$ cat config.mk
export PLATFORM = sky130hd
export DESIGN_NAME = mandelbrot_column_escape_time_top
export DESIGN_NICKNAME = d
export VERILOG_FILES = /design/src/rtl/mce_pkg.sv /design/src/rtl/mce_div.sv /design/src/rtl/mandelbrot_column_escape_time_top.sv
export SDC_FILE = /design/constraint.sdc
export NUM_CORES = 2
export LEC_CHECK = 0
export BUFFER_PORTS_ARGS = -buffer_cell sky130_fd_sc_hd__buf_2
export CAP_MARGIN = 20
export CORE_UTILIZATION = 64
export CTS_BUF_LIST = sky130_fd_sc_hd__clkbuf_2 sky130_fd_sc_hd__clkbuf_4 sky130_fd_sc_hd__clkbuf_8
export CTS_CLUSTER_SIZE = 10
export DETAILED_ROUTE_END_ITERATION = 12
export PLACE_DENSITY_LB_ADDON = 0.12
export REMOVE_ABC_BUFFERS = 1
export SLEW_MARGIN = 20
export SYNTH_ARGS = -nofsm -noshare
export SYNTH_HDL_FRONTEND = slang
export SYNTH_HIERARCHICAL = 1
export SYNTH_SLANG_ARGS = --single-unit
$ cat constraint.sdc
create_clock -name clk -period 19.2 [get_ports clk]
set_clock_uncertainty 0.1 [all_clocks]
set_input_delay 2.88 -clock clk [delete_from_list [all_inputs] [get_ports clk]]
set_output_delay 2.88 -clock clk [all_outputs]
set_load 0.005 [all_outputs]
$ cat src/rtl/mce_pkg.sv
// Shared types, constants and helper functions for the Mandelbrot column
// escape-time block. Used by the serial divider and by the top level.
// No dependencies.
package mce_pkg;

  // Pixels in one strip, and the bits of a pixel position.
  localparam int STRIP_LEN = 64;
  localparam int PIX_W     = $clog2(STRIP_LEN);

  // Coordinate and datapath widths.
  localparam int COORD_W = 32;
  localparam int DELTA_W = COORD_W - PIX_W;
  localparam int SUB_W   = 8;
  localparam int COL_W   = SUB_W + PIX_W;
  localparam int ITER_W  = 10;
  localparam int GAIN_W  = 8;
  localparam int HUE_W   = 8;
  localparam int HPROD_W = ITER_W + GAIN_W;
  localparam int PROD_W  = 2 * COORD_W;

  // Serial divider: dividend width and step counter width.
  localparam int DIV_W     = DELTA_W + COL_W;
  localparam int DIV_CNT_W = $clog2(DIV_W);

  // Escape bound: |z|^2 > 10 in Q8.56.
  localparam logic [PROD_W-1:0] ESC_BOUND = PROD_W'(10) << 56;

  typedef struct packed {
    logic             start;
    logic [DIV_W-1:0] dividend;
    logic [SUB_W-1:0] divisor;
  } div_req_t;

  typedef struct packed {
    logic             done;
    logic [DIV_W-1:0] quotient;
    logic [SUB_W-1:0] remainder;
  } div_rsp_t;

  // Clamp a signed value to the signed 32-bit range.
  function automatic logic signed [COORD_W-1:0] sat32(input logic signed [PROD_W-1:0] x);
    logic signed [PROD_W-1:0] hi;
    logic signed [PROD_W-1:0] lo;
    hi = PROD_W'(64'sh0000_0000_7FFF_FFFF);
    lo = -PROD_W'(64'sh0000_0000_8000_0000);
    if (x > hi) begin
      return 32'sh7FFF_FFFF;
    end else if (x < lo) begin
      return 32'sh8000_0000;
    end else begin
      return x[COORD_W-1:0];
    end
  endfunction

  // Residue modulo 255 by folding bytes, since 256 is one more than 255.
  function automatic logic [HUE_W-1:0] mod255(input logic [HPROD_W-1:0] x);
    logic [10:0] s1;
    logic [8:0]  s2;
    s1 = 11'(x[HPROD_W-1:8]) + 11'(x[7:0]);
    s2 = 9'(s1[10:8]) + 9'(s1[7:0]);
    if (s2 >= 9'd255) begin
      s2 = s2 - 9'd255;
    end
    return s2[HUE_W-1:0];
  endfunction

endpackage

$ cat src/rtl/mce_div.sv
// Restoring serial divider: one quotient bit per cycle, unsigned dividend
// by a narrow unsigned divisor. Depends on mce_pkg for widths and structs.
module mce_div
  import mce_pkg::*;
(
  input  logic     clk,
  input  logic     rst_n,
  input  div_req_t req,
  output div_rsp_t rsp
);

  logic                 busy_r;
  logic                 done_r;
  logic [DIV_CNT_W-1:0] cnt_r;
  logic [DIV_W-1:0]     quo_r;
  logic [SUB_W-1:0]     rem_r;
  logic [SUB_W-1:0]     dvs_r;

  logic [SUB_W:0]       trial;
  logic                 fits;

  // Bring down the next dividend bit and try a subtraction.
  assign trial = {rem_r, quo_r[DIV_W-1]};
  assign fits  = trial >= {1'b0, dvs_r};

  always_ff @(posedge clk) begin
    if (!rst_n) begin
      busy_r <= 1'b0;
      done_r <= 1'b0;
      cnt_r  <= '0;
    end else begin
      done_r <= 1'b0;
      if (req.start) begin
        busy_r <= 1'b1;
        cnt_r  <= '0;
      end else if (busy_r) begin
        if (cnt_r == DIV_CNT_W'(DIV_W - 1)) begin
          busy_r <= 1'b0;
          done_r <= 1'b1;
        end
        cnt_r <= cnt_r + 1'b1;
      end
    end
  end

  always_ff @(posedge clk) begin
    if (req.start) begin
      quo_r <= req.dividend;
      rem_r <= '0;
      dvs_r <= req.divisor;
    end else if (busy_r) begin
      quo_r <= {quo_r[DIV_W-2:0], fits};
      rem_r <= fits ? SUB_W'(trial - {1'b0, dvs_r}) : trial[SUB_W-1:0];
    end
  end

  assign rsp.done      = done_r;
  assign rsp.quotient  = quo_r;
  assign rsp.remainder = rem_r;

endmodule

$ cat src/rtl/mandelbrot_column_escape_time_top.sv
// Mandelbrot column escape-time block: one tick beat in, 64 pixel beats out.
// Column setup runs two divides and one multiply, then each pixel iterates at
// most iteration_limit times. A new tick is taken only once the last pixel of
// the previous one is emitted, and an output stall holds the sequencer. Each
// iteration runs MUL_RR, MUL_II and MUL_RI on the shared 32x32 multiplier, then UPDATE.
// Synchronous active-low reset clears control state and loads the register defaults.
module mandelbrot_column_escape_time_top
  import mce_pkg::*;
(
  input  logic                clk,
  input  logic                rst_n,

  // Tick channel
  input  logic                in_valid,
  output logic                in_stall,
  input  logic [31:0]         in_tick_count,

  // Pixel channel
  output logic                out_valid,
  input  logic                out_stall,
  output logic [PIX_W-1:0]    out_pixel_index,
  output logic [ITER_W-1:0]   out_escape_count,
  output logic [HUE_W-1:0]    out_hue_index,
  output logic                out_inside_set,
  output logic                out_last_pixel,

  // Configuration port
  input  logic                psel,
  input  logic                penable,
  input  logic                pwrite,
  input  logic [4:0]          paddr,
  input  logic [31:0]         pwdata,
  output logic [31:0]         prdata,
  output logic                pready
);

  // Register map: index i sits at byte address 4*i.
  localparam logic [2:0] REG_RE_START = 3'd0;
  localparam logic [2:0] REG_IM_LOW   = 3'd1;
  localparam logic [2:0] REG_IM_HIGH  = 3'd2;
  localparam logic [2:0] REG_COL_SUB  = 3'd3;
  localparam logic [2:0] REG_ITER_LIM = 3'd4;
  localparam logic [2:0] REG_HUE_GAIN = 3'd5;

  // The sequencer. Column setup runs DIV_COL, MUL_COL and DIV_CRE once per
  // tick; each pixel then loops MUL_RR, MUL_II, MUL_RI, UPDATE until it
  // escapes or hits the limit, and finishes through HUE and EMIT.
  typedef enum logic [10:0] {
    ST_IDLE     = 11'b000_0000_0001,
    ST_DIV_COL  = 11'b000_0000_0010,
    ST_MUL_COL  = 11'b000_0000_0100,
    ST_DIV_CRE  = 11'b000_0000_1000,
    ST_PIX_INIT = 11'b000_0001_0000,
    ST_MUL_RR   = 11'b000_0010_0000,
    ST_MUL_II   = 11'b000_0100_0000,
    ST_MUL_RI   = 11'b000_1000_0000,
    ST_UPDATE   = 11'b001_0000_0000,
    ST_HUE      = 11'b010_0000_0000,
    ST_EMIT     = 11'b100_0000_0000
  } state_t;

  state_t state_r, state_nxt;

  // Configuration registers.
  logic signed [COORD_W-1:0] re_start_r;
  logic signed [COORD_W-1:0] im_low_r;
  logic signed [COORD_W-1:0] im_high_r;
  logic [SUB_W-1:0]          col_sub_r;
  logic [ITER_W-1:0]         iter_limit_r;
  logic [GAIN_W-1:0]         hue_gain_r;

  // Per-tick and per-pixel working state.
  logic [PIX_W-1:0]          tick_lo_r;
  logic [DELTA_W-1:0]        delta_r;
  logic [COL_W-1:0]          col_r;
  logic signed [COORD_W-1:0] cre_r;
  logic signed [COORD_W+1:0] cim_acc_r;
  logic signed [COORD_W-1:0] cim_r;
  logic signed [COORD_W-1:0] zre_r;
  logic signed [COORD_W-1:0] zim_r;
  logic [PROD_W-1:0]         sq_re_r;
  logic [PROD_W-1:0]         sq_im_r;
  logic signed [PROD_W-1:0]  cross_r;
  logic signed [PROD_W-1:0]  diff_r;
  logic [ITER_W-1:0]         itn_r;
  logic [ITER_W-1:0]         count_r;
  logic                      inside_r;
  logic [HPROD_W-1:0]        hue_prod_r;
  logic [PIX_W-1:0]          pix_r;
  logic                      out_valid_r;

  logic                      in_accept;
  logic                      out_free;
  logic                      cfg_write;
  logic [2:0]                cfg_idx;
  logic [SUB_W-1:0]          sub_eff;
  logic signed [COORD_W:0]   im_span;
  logic [COORD_W:0]          im_span_abs;
  logic [PROD_W-1:0]         mag;
  logic                      escaped;
  logic                      at_limit;
  logic                      last_pix;

  logic signed [COORD_W-1:0] mul_a;
  logic signed [COORD_W-1:0] mul_b;
  logic signed [PROD_W-1:0]  mul_p;

  div_req_t div_req;
  div_rsp_t div_rsp;

  assign in_stall  = (state_r != ST_IDLE);
  assign in_accept = in_valid && !in_stall;
  assign out_valid = out_valid_r;
  // The output register can take a new pixel when empty or being drained.
  assign out_free  = !out_valid_r || !out_stall;
  assign last_pix  = (pix_r == PIX_W'(STRIP_LEN - 1));

  // ---------------------------------------------------------------------
  // Configuration port. Writes land on the access phase; reads are a
  // plain mux of the register file, narrow registers zero-extended.
  // ---------------------------------------------------------------------
  assign pready    = 1'b1;
  assign cfg_idx   = paddr[4:2];
  assign cfg_write = psel && penable && pwrite && pready;

  always_ff @(posedge clk) begin
    if (!rst_n) begin
      re_start_r   <= -32'sd536870912;
      im_low_r     <= -32'sd335544320;
      im_high_r    <= 32'sd335544320;
      col_sub_r    <= SUB_W'(1);
      iter_limit_r <= ITER_W'(64);
      hue_gain_r   <= GAIN_W'(1);
    end else if (cfg_write) begin
      case (cfg_idx)
        REG_RE_START: re_start_r   <= pwdata;
        REG_IM_LOW:   im_low_r     <= pwdata;
        REG_IM_HIGH:  im_high_r    <= pwdata;
        REG_COL_SUB:  col_sub_r    <= pwdata[SUB_W-1:0];
        REG_ITER_LIM: iter_limit_r <= pwdata[ITER_W-1:0];
        REG_HUE_GAIN: hue_gain_r   <= pwdata[GAIN_W-1:0];
        default: ;
      endcase
    end
  end

  always_comb begin
    case (cfg_idx)
      REG_RE_START: prdata = re_start_r;
      REG_IM_LOW:   prdata = im_low_r;
      REG_IM_HIGH:  prdata = im_high_r;
      REG_COL_SUB:  prdata = 32'(col_sub_r);
      REG_ITER_LIM: prdata = 32'(iter_limit_r);
      REG_HUE_GAIN: prdata = 32'(hue_gain_r);
      default:      prdata = '0;
    endcase
  end

  // ---------------------------------------------------------------------
  // Column setup arithmetic. A subdivision of zero behaves as one. The
  // pixel spacing is the absolute imaginary span over the strip length,
  // which for a power-of-two strip is a plain shift.
  // ---------------------------------------------------------------------
  assign sub_eff     = (col_sub_r == '0) ? SUB_W'(1) : col_sub_r;
  assign im_span     = {im_high_r[COORD_W-1], im_high_r} - {im_low_r[COORD_W-1], im_low_r};
  assign im_span_abs = im_span[COORD_W] ? (COORD_W+1)'(-im_span) : im_span;

  // ---------------------------------------------------------------------
  // The shared multiplier. Operands follow the sequencer state: the column
  // product delta*j, the three products of z, and the hue product.
  // ---------------------------------------------------------------------
  always_comb begin
    case (state_r)
      ST_MUL_COL: begin
        mul_a = $signed(COORD_W'(delta_r));
        mul_b = $signed(COORD_W'(col_r));
      end
      ST_MUL_RR: begin
        mul_a = zre_r;
        mul_b = zre_r;
      end
      ST_MUL_II: begin
        mul_a = zim_r;
        mul_b = zim_r;
      end
      ST_MUL_RI: begin
        mul_a = zre_r;
        mul_b = zim_r;
      end
      ST_HUE: begin
        mul_a = $signed(COORD_W'(count_r));
        mul_b = $signed(COORD_W'(hue_gain_r));
      end
      default: begin
        mul_a = '0;
        mul_b = '0;
      end
    endcase
  end

  assign mul_p = mul_a * mul_b;

  // ---------------------------------------------------------------------
  // The serial divider serves twice per tick. First it reduces the tick
  // (without its low pixel bits) modulo the subdivision, which gives the
  // column; then it divides delta*column by the subdivision for the real
  // offset of the column.
  // ---------------------------------------------------------------------
  always_comb begin
    div_req.start    = 1'b0;
    div_req.dividend = DIV_W'(in_tick_count[31:PIX_W]);
    div_req.divisor  = sub_eff;
    if (state_r == ST_IDLE) begin
      div_req.start = in_accept;
    end else if (state_r == ST_MUL_COL) begin
      div_req.start    = 1'b1;
      div_req.dividend = mul_p[DIV_W-1:0];
    end
  end

  mce_div u_div (
    .clk   (clk),
    .rst_n (rst_n),
    .req   (div_req),
    .rsp   (div_rsp)
  );

  // Escape test on the squares of the freshly updated z. Before the first
  // update z is zero and never escapes, which the iteration count guards.
  assign mag      = sq_re_r + sq_im_r;
  assign escaped  = (itn_r != '0) && (mag > ESC_BOUND);
  assign at_limit = (itn_r == iter_limit_r);

  // ---------------------------------------------------------------------
  // Sequencer.
  // ---------------------------------------------------------------------
  always_comb begin
    state_nxt = state_r;
    case (state_r)
      ST_IDLE:     if (in_accept) state_nxt = ST_DIV_COL;
      ST_DIV_COL:  if (div_rsp.done) state_nxt = ST_MUL_COL;
      ST_MUL_COL:  state_nxt = ST_DIV_CRE;
      ST_DIV_CRE:  if (div_rsp.done) state_nxt = ST_PIX_INIT;
      ST_PIX_INIT: state_nxt = ST_MUL_RR;
      ST_MUL_RR:   state_nxt = ST_MUL_II;
      ST_MUL_II:   state_nxt = ST_MUL_RI;
      ST_MUL_RI:   state_nxt = (escaped || at_limit) ? ST_HUE : ST_UPDATE;
      ST_UPDATE:   state_nxt = ST_MUL_RR;
      ST_HUE:      state_nxt = ST_EMIT;
      ST_EMIT: begin
        if (out_free) begin
          state_nxt = last_pix ? ST_IDLE : ST_PIX_INIT;
        end
      end
      default:     state_nxt = ST_IDLE;
    endcase
  end

  always_ff @(posedge clk) begin
    if (!rst_n) begin
      state_r     <= ST_IDLE;
      out_valid_r <= 1'b0;
    end else begin
      state_r     <= state_nxt;
      out_valid_r <= (out_valid_r && out_stall) || (state_r == ST_EMIT && out_free);
    end
  end

  // Datapath registers; none of them needs a reset value.
  always_ff @(posedge clk) begin
    case (state_r)
      ST_IDLE: begin
        tick_lo_r <= in_tick_count[PIX_W-1:0];
        delta_r   <= im_span_abs[COORD_W-1:PIX_W];
        cim_acc_r <= {{2{im_low_r[COORD_W-1]}}, im_low_r};
        pix_r     <= '0;
      end
      ST_DIV_COL: begin
        col_r <= {div_rsp.remainder, tick_lo_r};
      end
      ST_DIV_CRE: begin
        cre_r <= sat32({{(PROD_W-COORD_W){re_start_r[COORD_W-1]}}, re_start_r}
                       + $signed(PROD_W'(div_rsp.quotient)));
      end
      ST_PIX_INIT: begin
        cim_r <= sat32({{(PROD_W-COORD_W-2){cim_acc_r[COORD_W+1]}}, cim_acc_r});
        zre_r <= '0;
        zim_r <= '0;
        itn_r <= '0;
      end
      ST_MUL_RR: begin
        sq_re_r <= mul_p;
      end
      ST_MUL_II: begin
        sq_im_r <= mul_p;
      end
      ST_MUL_RI: begin
        cross_r <= mul_p;
        diff_r  <= $signed(sq_re_r) - $signed(sq_im_r);
        if (escaped) begin
          count_r  <= itn_r - 1'b1;
          inside_r <= 1'b0;
        end else begin
          count_r  <= iter_limit_r;
          inside_r <= 1'b1;
        end
      end
      ST_UPDATE: begin
        // Real part takes the floor of the square difference in Q4.28; the
        // imaginary part doubles the cross product by shifting one less.
        // Both addends stay signed so that the shifts remain arithmetic.
        zre_r <= sat32((diff_r >>> 28)
                       + $signed({{(PROD_W-COORD_W){cre_r[COORD_W-1]}}, cre_r}));
        zim_r <= sat32((cross_r >>> 27)
                       + $signed({{(PROD_W-COORD_W){cim_r[COORD_W-1]}}, cim_r}));
        itn_r <= itn_r + 1'b1;
      end
      ST_HUE: begin
        hue_prod_r <= mul_p[HPROD_W-1:0];
      end
      ST_EMIT: begin
        if (out_free) begin
          out_pixel_index  <= pix_r;
          out_escape_count <= count_r;
          out_hue_index    <= inside_r ? '0 : mod255(hue_prod_r);
          out_inside_set   <= inside_r;
          out_last_pixel   <= last_pix;
          pix_r            <= pix_r + 1'b1;
          cim_acc_r        <= cim_acc_r + $signed((COORD_W+2)'(delta_r));
        end
      end
      default: ;
    endcase
  end

  // ---------------------------------------------------------------------
  // Assertions.
  // ---------------------------------------------------------------------

  // A pixel beat is only ever launched from the emit step.
  a_out_from_emit: assert property (@(posedge clk) disable iff (!rst_n)
    $rose(out_valid) |-> $past(state_r == ST_EMIT))
    else $error("pixel beat appeared outside the emit step");

  // An update never runs past the iteration limit.
  a_itn_bound: assert property (@(posedge clk) disable iff (!rst_n)
    (state_r == ST_UPDATE) |-> (itn_r < iter_limit_r))
    else $error("iteration ran past the limit");

  // An escaped pixel reports a count below the limit.
  a_escape_count: assert property (@(posedge clk) disable iff (!rst_n)
    (out_valid && !out_inside_set) |-> (out_escape_count < iter_limit_r))
    else $error("escaped pixel with count at or above the limit");

  // An inside pixel is black and reports the limit as its count.
  a_inside_black: assert property (@(posedge clk) disable iff (!rst_n)
    (out_valid && out_inside_set) |->
      (out_hue_index == '0 && out_escape_count == iter_limit_r))
    else $error("inside pixel with a hue or a wrong count");

endmodule
# Yosys cells after proc, flatten, opt, wreduce, memory -nomap -nowiden

Index checks and enable logic that the tools add are counted.

Input bits: 76
Word-level logic and storage cells: 159
Output and inout port bits: 61
Bits in registers: 733

Mux-type cells: 37
Add/subtract/negate cells: 16
Reductions and logical operators: 32
Equal/unequal tests: 24
Bitwise logic cells: 2
$mul: 1
Magnitude comparators: 11

Operators with widths:

| kind                   | count |
|---|---|
| $pmux W32 S4           | 2 |
| $mux W32               | 7 |
| $pmux W32 S6           | 1 |
| $pmux W32 S2           | 2 |
| $mux W40               | 3 |
| $pmux W11 S10          | 1 |
| $pmux W34 S2           | 1 |
| $add A64 B64 Y64       | 1 |
| $gt A64 B60 Y1 const B | 1 |
| $mul A32 B32 Y64       | 1 |
| $sub A64 B64 Y64       | 1 |
| $mux W11               | 4 |
| $add A32 B41 Y42       | 1 |
| $gt A42 B32 Y1 const B | 1 |
| $lt A42 B32 Y1 const B | 1 |
| $mux W41               | 1 |
| $add A37 B32 Y38       | 1 |
| $gt A38 B32 Y1 const B | 1 |
| $lt A38 B32 Y1 const B | 1 |
| $add A36 B32 Y37       | 1 |
| $gt A37 B32 Y1 const B | 1 |
| $lt A37 B32 Y1 const B | 1 |
| $add A34 B27 Y34       | 1 |
| $gt A34 B32 Y1 const B | 1 |
| 51 further kinds       | 86 |

# Logic depth before layout (Yosys ltp)

Depth after elaboration: 7
Depth in mapped cells: 43
Depth with buffers taken out: 39

# By module

The synthesis kept the hierarchy.

Modules (own cells, without submodules):

| module                            | seq. area each (µm²) | area an instance (µm²) | times used | cells each |
|---|---|---|---|---|
| mandelbrot_column_escape_time_top | 17096.4              | 76209.3                | 1          | 8336 |
| mce_div                           | 1761.7               | 2985.4                 | 1          | 221 |

# Worst setup path before layout

Ideal clock, no wire load.

Path kind: register to register
From: reg state_r[5]
To: reg cross_r[61] (data pin)
Path buffers: 4
Stages on the path, launching flop included: 40
Period minus slack after synthesis: 17143 ps
Data arrival time: 16770 ps
Slack: 2057 ps
Required time: 18827 ps
Setup time: 273 ps
Path through: dfxtp_1 nor2_1 nand2_1 nor4_1 nand2_1 nor3b_1 or2_2 clkbuf_1 clkbuf_1 buf_1 nand2_1 nand2_1 clkbuf_1 nand2_1 fa_1 inv_1 fa_1 inv_1 (+4 left out) fa_1 fa_1 fa_1 ha_1 a21oi_1 o21bai_1 a21o_1 a21oi_1 o21ai_0 o32a_1 a31o_2 a211oi_1 o21ai_0 a221o_1 a21oi_1 nor2b_1 a221oi_1 xnor2_1

Cells in the longest elaborated chain, start to end: 4
Elaborated cells between the ends (all ways): 10
Those cells by class: mul: 1; eq/ne: 5; mux: 2; reduce/logical: 2

Ends and longest elaborated chain:

| item                                        | line                                     | RTL |
|---|---|---|
| start, declared                             | mandelbrot_column_escape_time_top.sv:62  | `state_t state_r, state_nxt;` |
| start signal, assigned                      | mandelbrot_column_escape_time_top.sv:264 | `state_r <= state_nxt;` |
| $eq A11 B8 Y1, or another cell as far along | mandelbrot_column_escape_time_top.sv:173 | `case (state_r)` |
| $reduce_or A2 Y1 (no source line)           | n/a                                      |  |
| $pmux W32 S4                                | mandelbrot_column_escape_time_top.sv:173 |  |
| $mul A32 B32 Y64 (*)                        | mandelbrot_column_escape_time_top.sv:201 | `assign mul_p = mul_a * mul_b;` |
| named net mul_p[61]                         | mandelbrot_column_escape_time_top.sv:106 | `logic signed [PROD_W-1:0] mul_p;` |
| end signal, assigned                        | mandelbrot_column_escape_time_top.sv:298 | `cross_r <= mul_p;` |
| end, declared                               | mandelbrot_column_escape_time_top.sv:83  | `logic signed [PROD_W-1:0] cross_r;` |

Mark *: on every way through the listed nets, which the timed path passes. The rest lies on a longest branch.
A chain may end at the register's enable or synchronous reset.

# Final worst setup path

Ends and elaborated chain as after synthesis.

==> metrics.md <==
| Metric | Value |
|---|---|
| Status | finished with violations |
| Failing checks | design-rule violations |
| P_int | 2.95 mW |
| Setup_tns | 0 ns |
| Worst Max-Slew Pin Slew | 1.31 ns |
| IO Pins | 137 |
| Number of hold buffers added after cts | 0 |
| EDFF count, synth | 528 |
| Largest net degree at the start of global routing | 80 |
| Async set or reset register ratio after synthesis | 0 |
| Max-Cap Viols | 0 |
| CTS sink cnt | 678 |
| Clk buf depth | 3 |
| Post-CTS Resized | 0 |
| Die area | 125000 sq um |
| Synth-to-Final Area Change | 5.92% |
| Synth Area per Inst | 9.25 sq um |
| Initial Util | 0.648 |
| Sequential fraction of design power | 0.441 |
| Largest cells by area after synthesis | fa_1 28%, edfxtp_1 20%, ha_1 8.0% |
| NumNets Final | 10200 |
| DP Area | 81600 sq um |
| Sw Share | 0.330 |
| FP Rows | 128 |
| Yosys top cell by area | fa_1 |
| Slew Limit Headroom | 0.122 |
| Layout Cells excl Fill | 10300 |
| Vias in the first global route | 64400 |
| Critical Path Fanout Max | 74 |
| Post-Synthesis Cells | 8557 |
| Largest stage delay on the critical path | 0.93 ns |
| Final core occ | 0.686 |
| Worst path required time | 19.51 ns |
| CTS tree | done |
| Gate power share | 0.261 |
| RePlAce Congestion | 1.12 |
| CTS H-tree depth | 3 |
| Peak VDD IR | 103 uV |
| LEAKAGE | 37.7 nW |
| Unrepaired setup endpoints after global routing | no |
| Worst hold slack | 0.315 ns |
| Drc violations | 3 |
| Most common cell on crit path | fa_1 |
| Die H | 354 um |
| PortBufs | 133 |
| Via count | 64500 |
| #FFs+latches synth | 678 |
| Share of the synthesized area in the top cell type | 0.276 |
| Ys Warns | 6 |
| Clock share of power | 0.298 |
| Min-delay worst type | flop to flop |
| Crit path from | state_r[5]$_SDFFE_PN0P_ |
| Drt pass-1 iters | 12 |
| Slew Limit Fails | 0 |
| Layout cells sized above 1 | 0.0716 |
| Inst Count DP | 10100 |
| Root Driver | clkbuf_8 |
| Post-DP HPWL | 212 mm |
| Sequential area share after synthesis | 0.238 |
| F_max | 67.7 MHz |
| Crit share post-route | 0.770 |
| Crit Path Category | flop to flop |
| CTS Buf Count | 105 |
| Crit path DAT | 15.09 ns |
| Top FF cell, synth | edfxtp_1 |
| Final ANT Viol Nets | 0 |
| Drt first-iter violations | 7151 |
| CP Launch Type | flop |
| Total GRT Usage | 0.424 |
| Vias per cell | 6.28 |
| Cell Pwr Density | 52.5 nW/um^2 |
| Grt total ovfl | 0 |
| Final Critical Period | 14.78 ns |
| Final WL | 264 mm |
| Net Sw Power | 1.46 mW |
| Pre-CTS setup slack | 4.47 ns |
| Filler cells | 9698 |
| Setup Fix Bufs, Post-CTS | 0 |
| Drt wl/cell | 25.7 um |
| Design area | 83900 sq um |
| Final worst setup slack | 4.42 ns |
| Chip Width | 354 um |
| Initial antenna violation count | 10 |
| Skew-Pair Late Insertion Delay | 0.82 ns |
| Reg-to-Reg Start | state_r[5]$_SDFFE_PN0P_ |
| CORE AREA | 122000 sq um |
| Post-Syn Area | 79200 sq um |
| Final setup fails | 0 |
| Clock transition at the registers of the reported paths | 0.07 ns |
| Library cells used by synthesis | 104 |
| Hold_sp | tick_lo_r[0]$_DFFE_PP_ |
| Power, Total | 4.41 mW |
| First-pass GRT wire length | 395 mm |
| Setup crit end kind | flop |
| Final Hold Vio Count | 0 |
| CP max-delay cell | nand2_1 |
-- kinds of logic (layout without fill, tap and decap cells) --
logic type	Yosys count	after routing	share of synthesized area
other	1	8	0.0000474
and+or+nand+nor	2677	2677	0.146
AOI/OAI and AO/OA	1490	1490	0.125
DFF	678	678	0.238
xor gates and xnor gates	356	356	0.0394
adders and majority gates	1597	1597	0.356
buffers and inverters	1625	1695	0.0775
muxes	133	133	0.0178
-- per-layer routing --
layer	vias up	GRT usage	part of all wire	wire, um
li1	28000	-	-	-
met3	808	0.0984	0.12	30700
met2	3753	0.652	0.44	116000
met5	-	0	0.00018	47
met4	6	0.242	0.069	18200
met1	31900	0.555	0.37	98200
-- worst max-delay path, delay by kind of cell (launching register included) --
family          cells  cell delay, ns
simple gates       11            4.19
compound gates     11            3.69
flops               1            0.34
fa+ha+maj           9            4.55
xor+xnor            1            0.51
buf+inv             2            0.92
-- cell usage after synthesis, types with 58 or more instances --
cell type	n
nand3_1	96
clkbuf_1	352
nor2b_1	92
a21o_1	180
xnor2_1	239
dfxtp_1	150
ha_1	506
a22oi_1	58
fa_1	1091
xor2_1	117
mux2i_1	78
edfxtp_1	528
nor2_1	890
o21bai_1	62
and2_1	73
o21ai_0	289
inv_1	1223
nor3_1	72
nand2_1	1155
a21boi_0	102
a21oi_1	369
-- cell usage in the layout, fill, tap and decap left out, drive strengths merged, types with 145 or more instances in the layout --
master  netlist  layout
dfxtp       150     150
clkbuf      352     145
fa         1091    1091
edfxtp      528     528
a21o        180     180
nor2        890     890
buf          46     275
xnor2       239     239
nand2      1155    1155
o21ai       294     294
inv        1226    1233
a21oi       369     369
ha          506     506
-- power groups by stage --
stage,sequential [mW],clock (mW),combinational (mW)
2_1_floorplan,1.88,0,0.847
6_report,1.95,1.31,1.15
3_5_place_dp,1.97,0,1.12
3_3_place_gp,1.96,0,1.08
5_1_grt,1.95,1.38,1.26
4_1_cts,1.94,1.32,1.13
-- final timing paths --
path,end,cells past startpoint,slack (ns)
worst max-delay path,cross_r[61]$_DFFE_PP_,34,4.42
worst min-delay path,col_r[0]$_DFFE_PP_,0,0.31
worst max register to register,cross_r[61]$_DFFE_PP_,34,4.42
worst min register to register,col_r[0]$_DFFE_PP_,0,0.31
-- area by class of cell --
type	instances	area, sq um	share of cell area
multi-input cells	6254	54400	0.648
flip-flops and latches	678	18900	0.225
inverters	1227	4610	0.0549
well taps	1625	2030	0.0242
clock buffers	145	1830	0.0218
repair buffers	275	1750	0.0209
clock inverters	48	417	0.00497
diodes	7	17.5	0.000209
-- state kept, by name, summed over array words and instances (netlist names), 34 cells and up --
register     count
diff_r          36
sq_re_r         64
u_div/quo_r     40
cim_acc_r       34
sq_im_r         64
cross_r         37
(Power assumes the default switching activity.)
